`src/rtl/cptrb_pkg.sv`:
```
// Package for the rectangle border clamp: widths, register indexes and types.
// No dependencies.
`default_nettype none

package cptrb_pkg;

    // Coordinate width and binary point position.
    localparam int CW = 32;
    localparam int FRAC_BITS = 16;

    // Width of the wide products and the numbers derived from them.
    localparam int PW = 2 * CW + 1;

    // Divider: quotient bits per pipeline stage and stage count.
    localparam int DIV_BITS = 2;
    localparam int DIV_STAGES = CW / DIV_BITS;

    // Configuration register indexes.
    localparam logic [1:0] REG_MIN_X = 2'd0;
    localparam logic [1:0] REG_MIN_Y = 2'd1;
    localparam logic [1:0] REG_MAX_X = 2'd2;
    localparam logic [1:0] REG_MAX_Y = 2'd3;

    // Reset values: -1.0 and +1.0 in fixed point.
    localparam logic signed [CW-1:0] ONE = CW'(1) << FRAC_BITS;
    localparam logic signed [CW-1:0] MINUS_ONE = -ONE;

    typedef logic signed [CW-1:0] t_coord;

    // Sideband that travels with a transaction through the divider.
    typedef struct packed {
        logic   hit;
        logic   neg;
        logic   horiz;
        t_coord fixed;
    } t_side;

endpackage

`default_nettype wire

```
`src/rtl/cptrb_div.sv`:
```
// Pipelined unsigned restoring divider with sideband, DIV_BITS quotient bits per stage.
// Depends on cptrb_pkg.
`default_nettype none

module cptrb_div import cptrb_pkg::*; (
    input  wire logic              i_clk,
    input  wire logic              i_rst_n,
    input  wire logic              i_en,
    input  wire logic              i_vld,
    input  wire logic [2*CW-1:0]   i_num,
    input  wire logic [CW-1:0]     i_den,
    input  wire t_side             i_side,
    output logic                   o_vld,
    output logic [CW-1:0]          o_quo,
    output t_side                  o_side
);

    // Chain between stages; index 0 is the divider input.
    logic          c_vld  [0:DIV_STAGES];
    logic [CW-1:0] c_rem  [0:DIV_STAGES];
    logic [CW-1:0] c_lo   [0:DIV_STAGES];
    logic [CW-1:0] c_quo  [0:DIV_STAGES];
    logic [CW-1:0] c_den  [0:DIV_STAGES];
    t_side         c_side [0:DIV_STAGES];

    // The upper half of the numerator is below the divisor, so it seeds the remainder.
    assign c_vld[0]  = i_vld;
    assign c_rem[0]  = i_num[2*CW-1:CW];
    assign c_lo[0]   = i_num[CW-1:0];
    assign c_quo[0]  = '0;
    assign c_den[0]  = i_den;
    assign c_side[0] = i_side;

    for (genvar g = 0; g < DIV_STAGES; g++) begin : g_stage
        logic          r_vld;
        logic [CW-1:0] r_rem, r_lo, r_quo, r_den;
        t_side         r_side;
        logic [CW-1:0] n_rem, n_lo, n_quo;

        // DIV_BITS compare-and-subtract steps per stage.
        always_comb begin
            logic [CW:0] trial;
            n_rem = c_rem[g];
            n_lo  = c_lo[g];
            n_quo = c_quo[g];
            for (int k = 0; k < DIV_BITS; k++) begin
                trial = {n_rem, n_lo[CW-1]};
                n_lo  = n_lo << 1;
                if (trial >= {1'b0, c_den[g]}) begin
                    trial = trial - {1'b0, c_den[g]};
                    n_quo = {n_quo[CW-2:0], 1'b1};
                end else begin
                    n_quo = {n_quo[CW-2:0], 1'b0};
                end
                n_rem = trial[CW-1:0];
            end
        end

        always_ff @(posedge i_clk) begin
            if (!i_rst_n) begin
                r_vld <= 1'b0;
            end else if (i_en) begin
                r_vld <= c_vld[g];
            end
        end

        always_ff @(posedge i_clk) begin
            if (i_en) begin
                r_rem  <= n_rem;
                r_lo   <= n_lo;
                r_quo  <= n_quo;
                r_den  <= c_den[g];
                r_side <= c_side[g];
            end
        end

        assign c_vld[g+1]  = r_vld;
        assign c_rem[g+1]  = r_rem;
        assign c_lo[g+1]   = r_lo;
        assign c_quo[g+1]  = r_quo;
        assign c_den[g+1]  = r_den;
        assign c_side[g+1] = r_side;
    end

    assign o_vld  = c_vld[DIV_STAGES];
    assign o_quo  = c_quo[DIV_STAGES];
    assign o_side = c_side[DIV_STAGES];

endmodule

`default_nettype wire

```
`config.mk`:
```
export PLATFORM = sky130hd
export DESIGN_NAME = cptrb_div
export DESIGN_NICKNAME = d
export VERILOG_FILES = /design/src/rtl/cptrb_pkg.sv /design/src/rtl/cptrb_div.sv
export SDC_FILE = /design/constraint.sdc
export NUM_CORES = 2
export LEC_CHECK = 0
export BUFFER_PORTS_ARGS = -buffer_cell sky130_fd_sc_hd__buf_2
export CAP_MARGIN = 25
export CORE_MARGIN = 2
export CORE_UTILIZATION = 25
export CTS_CLUSTER_DIAMETER = 60
export CTS_CLUSTER_SIZE = 20
export DETAILED_ROUTE_END_ITERATION = 8
export HOLD_SLACK_MARGIN = 0.1
export PLACE_DENSITY = 0.44
export SLEW_MARGIN = 20
export SYNTH_ARGS = -nofsm -noshare
export SYNTH_HDL_FRONTEND = slang
export SYNTH_SLANG_ARGS = --single-unit
```
`constraint.sdc`:
```
create_clock -name i_clk -period 6.5 [get_ports i_clk]
set_input_delay 0.65 -clock i_clk [delete_from_list [all_inputs] [get_ports i_clk]]
set_output_delay 0.65 -clock i_clk [all_outputs]
set_load 0.01 [all_outputs]
```
**Word-level counts from Yosys, hierarchy flattened**

Cells that the tools add are included.

- Flip-flop bits (word level): 2,048
- Output and inout port bits: 68
- Word-level logic and storage cells: 267

- Add/subtract/negate cells: 31
- $lt $le $gt $ge: 32
- Multiplexer cells: 63

Operators by type and width:

| cell | number |
|---|---|
| $ge A33 B32 Y1 | 32 |
| $mux W32 | 31 |
| $sub A32 B32 Y32 | 31 |
| $mux W1 | 32 |

**Depth between registers and ports, before layout**

- Word-level depth: 4
- Gate-level depth with buffers: 30
- Gate-level depth less buffers: 26

**Least setup slack after synthesis**

No wires, ideal clock.

- Path kind: input-to-reg
- From: in i_den[1]
- To: reg g_stage[0].r_rem[1], data pin
- Library setup time: 0.260 ns
- Arrival time: 6.285 ns
- Data required time: 6.240 ns
- Setup slack: -0.045 ns
- Cell stages on the path: 23
- Buffers on the path: 2
- Cells stage by stage: inv_1 -> ha_1 -> nor2b_1 -> o31a_1 -> o21ai_0 -> a2111oi_2 -> o21ai_0 -> o21ai_0 -> a31o_2 -> clkbuf_1 -> mux2_2 -> ha_1 -> o21a_1 -> o31a_1 -> o311ai_1 -> a21boi_1 -> a221oi_2 -> o2111ai_1 -> a221oi_1 -> o21ai_1 -> a211oi_2 -> buf_4 -> mux2_2

- Cells in the longest elaborated chain, start to end: 4
- Elaborated cells between the ends (all ways): 6

Ends and longest elaborated chain:

| what | line | RTL |
|---|---|---|
| start, declared | cptrb_div.sv:11 | `input wire logic [CW-1:0] i_den,` |
| $ge A33 B32 Y1 or $sub A32 B32 Y32 (tied branches) | cptrb_div.sv:49, cptrb_div.sv:50 |  |
| $mux W32 | cptrb_div.sv:49 | `if (trial >= {1'b0, c_den[g]}) begin` |
| $sub A32 B32 Y32 or $ge A33 B32 Y1 (tied branches) | cptrb_div.sv:50, cptrb_div.sv:49 |  |
| $mux W32 * | cptrb_div.sv:49 |  |
| end signal, assigned | cptrb_div.sv:69 | `r_rem <= n_rem;` |
| end, declared | cptrb_div.sv:36 | `logic [CW-1:0] r_rem, r_lo, r_quo, r_den;` |

Mark *: on every way between the ends. The rest lies on a longest branch, timed or not.
A chain may end at the register's enable or synchronous reset.

**Final worst setup path**

- From: reg g_stage[2].r_den[1]
- To: reg g_stage[3].r_rem[26], data pin

- Cells in the longest elaborated chain, start to end: 4
- Elaborated cells between the ends (all ways): 6

Ends and longest elaborated chain:

| what | line | RTL |
|---|---|---|
| start, declared | cptrb_div.sv:36 |  |
| start signal, assigned | cptrb_div.sv:72 | `r_den <= c_den[g];` |
| $sub A32 B32 Y32 or $ge A33 B32 Y1 (tied branches) | cptrb_div.sv:50, cptrb_div.sv:49 |  |
| $mux W32 | cptrb_div.sv:49 |  |
| $sub A32 B32 Y32 or $ge A33 B32 Y1 (tied branches) | cptrb_div.sv:50, cptrb_div.sv:49 |  |
| $mux W32 * | cptrb_div.sv:49 |  |
| end signal, assigned | cptrb_div.sv:69 |  |
| end, declared | cptrb_div.sv:36 |  |

Marks and branches as above.

==> summary.md <==
| Metric | Value |
|---|---|
| Clock slew at reported path FFs | `0.05 ns` |
| Vias | `92455` |
| Tmin final | `approximately 6.5 ns` |
| Non-filler cells, final | `20685` |
| Die extent in x | `707 microns` |
| Average cell area after synthesis | `roughly 11 sq um` |
| Design area | `164000 sq um` |
| Final Setup Violations | `0` |
| Syn_nets | `12257` |
| Buffers on Ports | `202` |
| Detail Placement HPWL | `281000 microns` |
| Wire per inst | `17.2 microns` |
| Root Buffer | `clkbuf_16` |
| Dpl cells | `19957` |
| Vias in the first global route | `95397` |
| Die height | `slightly above 700 microns` |
| Met3 global-route usage | `0.0140` |
| Initial Util | `0.250` |
| Final Skew | `0.0662 ns` |
| Grt met1 use | `0.141` |
| Class of the worst hold path | `input port to flip-flop` |
| Drt total wl | `355000 microns` |
| CP Max Fanout | `8` |
| Commonest non-fill, non-tap cells in the layout | `buf_4, edfxtp_1, ha_1` |
| Post-synth EDFFs | `roughly 2000` |
| Cell variety after synth | `108` |
| Global-route wire length before repair | `538000 microns` |
| WS Path Type | `flip-flop to flip-flop` |
| Syn-to-layout area delta | `32.9%` |
| RD Place Congestion | `0.886` |
| CP Launch Type | `flip-flop` |
| Outcome | `finished clean` |
| Die area | `500000 sq um` |
| Number of CTS-inserted buffers | `286` |
| Busiest grt layer | `met2` |
| Vias per cell | `4.47` |
| Mapped Area | `123000 sq um` |
| GRT Util Overall | `0.137` |
| TritonCTS clock tree | `done` |
| Fraction of layout cells with a size suffix above 1 | `0.285` |
| Asr flop ratio synth | `0` |
| Core area | `between 400000 and 500000 sq um` |
| Arrival @ worst endpoint | `7.12 ns` |
| Max clock buf depth | `4` |
| Sum Neg Setup Slack | `0 ns` |
| Final hold violations | `0` |
| Grt total ovfl | `0` |
| YS warnings | `0` |
| Worst path max stage delay | `0.41 ns` |
| First DRT Iteration DRCs | `4225` |
| Mapped Cells | `about 11000` |
| Number of I/O pins | `203` |
| Nets@finish | `15136` |
| Worst Tran Pin Value | `0.953 ns` |
| Initial antenna violation count | `3` |
| Cell Area, Placed | `151000 sq um` |
| Routed Antenna Nets | `0` |
| CTS Sinks | `2048` |
| Rows | `258` |
| Fmax | `0.155 GHz` |
| Largest net degree at the start of global routing | `143` |
| Max H-tree Level | `5` |
| DRC Markers | `0` |
| Req. time, crit path | `a little over 7 ns` |
| Worst setup EP type | `flip-flop` |
| Max Slew Vio Count | `0` |
| Post-synthesis register bit count | `2048` |
| RSZ-0062 raised after global routing | `yes` |
| First-pass detailed-route iteration total | `6` |
| Maxcap violations | `0` |
| Top_reg_cell synth | `edfxtp_1` |
| Register area share after synthesis | `0.497` |
| FILL cells | `49968` |
| Worst skew pair latency | `roughly 0.95 ns` |
| Slew headroom | `0.364` |
| Critical-path top delay cell | `edfxtp_1` |
| GRT met2 Usage | `0.268` |
| Most common cell after layout, fill and taps aside | `buf_4` |
| Final period utilization | `0.995` |
[repair_timing]
| item | in CTS | in global routing |
|---|---|---|
| pin swaps | 43 | 85 |
| hold buffers | 101 | 0 |
| gates resized for setup | 150 | 186 |
| buffers inserted | 57 | 34 |
| hold endpoints to repair | 114 | 0 |
| gates cloned | 5 | 7 |
| setup endpoints to repair | 339 | 431 |
[worst paths after layout]
path | from | end | slack [ns] | cells after the start
worst min register to register | g_stage[9].r_quo[7]$_DFFE_PP_ | g_stage[10].r_quo[9]$_DFFE_PP_ | 0.38 | 0
worst max register to register | g_stage[2].r_den[1]$_DFFE_PP_ | g_stage[3].r_rem[26]$_DFFE_PP_ | 0.03 | 29
worst max-delay path | g_stage[2].r_den[1]$_DFFE_PP_ | g_stage[3].r_rem[26]$_DFFE_PP_ | 0.03 | 29
worst min-delay path | i_en | g_stage[14].r_den[0]$_DFFE_PP_ | 0.20 | 1
[cells in the mapped netlist (22+ instances only)]
library cell	count	area share
a211oi_1	91	0.0055
a21boi_0	39	0.0024
a21o_1	421	0.026
a21oi_1	955	0.039
a221oi_1	29	0.0021
a311oi_1	22	0.0016
a31o_2	27	0.0019
a31oi_1	85	0.0043
a41oi_1	22	0.0016
and2_1	47	0.0024
and3_1	75	0.0038
and4_1	29	0.0021
buf_2	55	0.0022
buf_4	42	0.0026
clkbuf_1	149	0.0045
edfxtp_1	2032	0.49
fa_1	31	0.0050
ha_1	1024	0.10
inv_1	842	0.026
mux2_1	26	0.0024
mux2_2	486	0.044
mux2i_1	55	0.0045
nand2_1	702	0.021
nand2b_1	93	0.0047
nand3_1	196	0.0079
nand4_1	147	0.0074
nor2_1	655	0.020
nor2b_1	133	0.0067
nor3_1	133	0.0054
nor4_1	39	0.0020
o211ai_1	54	0.0033
o21a_1	139	0.0085
o21ai_0	712	0.029
o21bai_1	136	0.0083
o31a_1	31	0.0022
o31ai_1	62	0.0038
or2_2	30	0.0015
or3_1	44	0.0022
xnor2_1	557	0.040
xor2_1	246	0.017
[state kept, by name (all words and copies together) (netlist names)]
signal and count:
c_side 525, g_stage.r_den 480, g_stage.r_lo 240, g_stage.r_quo 240
g_stage.r_rem 480, g_stage.r_vld 15, o_quo 32, o_side 35
o_vld 1
[cell families after synthesis]
| kind of cell | count (synthesis) | share of synthesized area |
|---|---|---|
| mux | 568 | 0.0513 |
| simple gates | 2391 | 0.0921 |
| flops | 2048 | 0.497 |
| fa+ha+maj | 1055 | 0.109 |
| buf+inv | 1118 | 0.0360 |
| xor+xnor | 803 | 0.0570 |
| compound gates | 3084 | 0.158 |
[layout make-up]
type	count	area (sq um)	share of cell area
well taps	6500	8130	0.0496
clock buffers	304	7330	0.0447
inverters	849	3200	0.0195
diodes	8	20.0	0.000122
multi-input cells	7901	59100	0.360
repair buffers	2860	22300	0.136
flip-flops and latches	2048	61300	0.374
clock inverters	215	2600	0.0158
[metrics by stage]
stage,worst slack [ns],util,hold slack [ns]
floorplan,0.0632,-,0.400
global placement,-0.640,0.305,0.400
detailed placement,-0.750,0.305,0.405
CTS,-0.105,0.330,0.111
global route,-0.257,0.333,0.153
finish,0.0306,0.333,0.195
[critical path, delay by kind of cell, from the launching register on]
family          cells  cell delay (ns)
compound gates     13             3.02
buf+inv             8             1.08
simple gates        4             0.69
mux                 2             0.61
flops               1             0.41
fa+ha+maj           2             0.37
[routing by layer]
layer,vias up,share of wire
met5,-,0
met4,0,0.058
met3,644,0.023
met2,1168,0.54
met1,43494,0.38
li1,47149,-
Power is not shown: default switching activity piles up to over one toggle a cycle in this logic, so the estimate is an artifact.
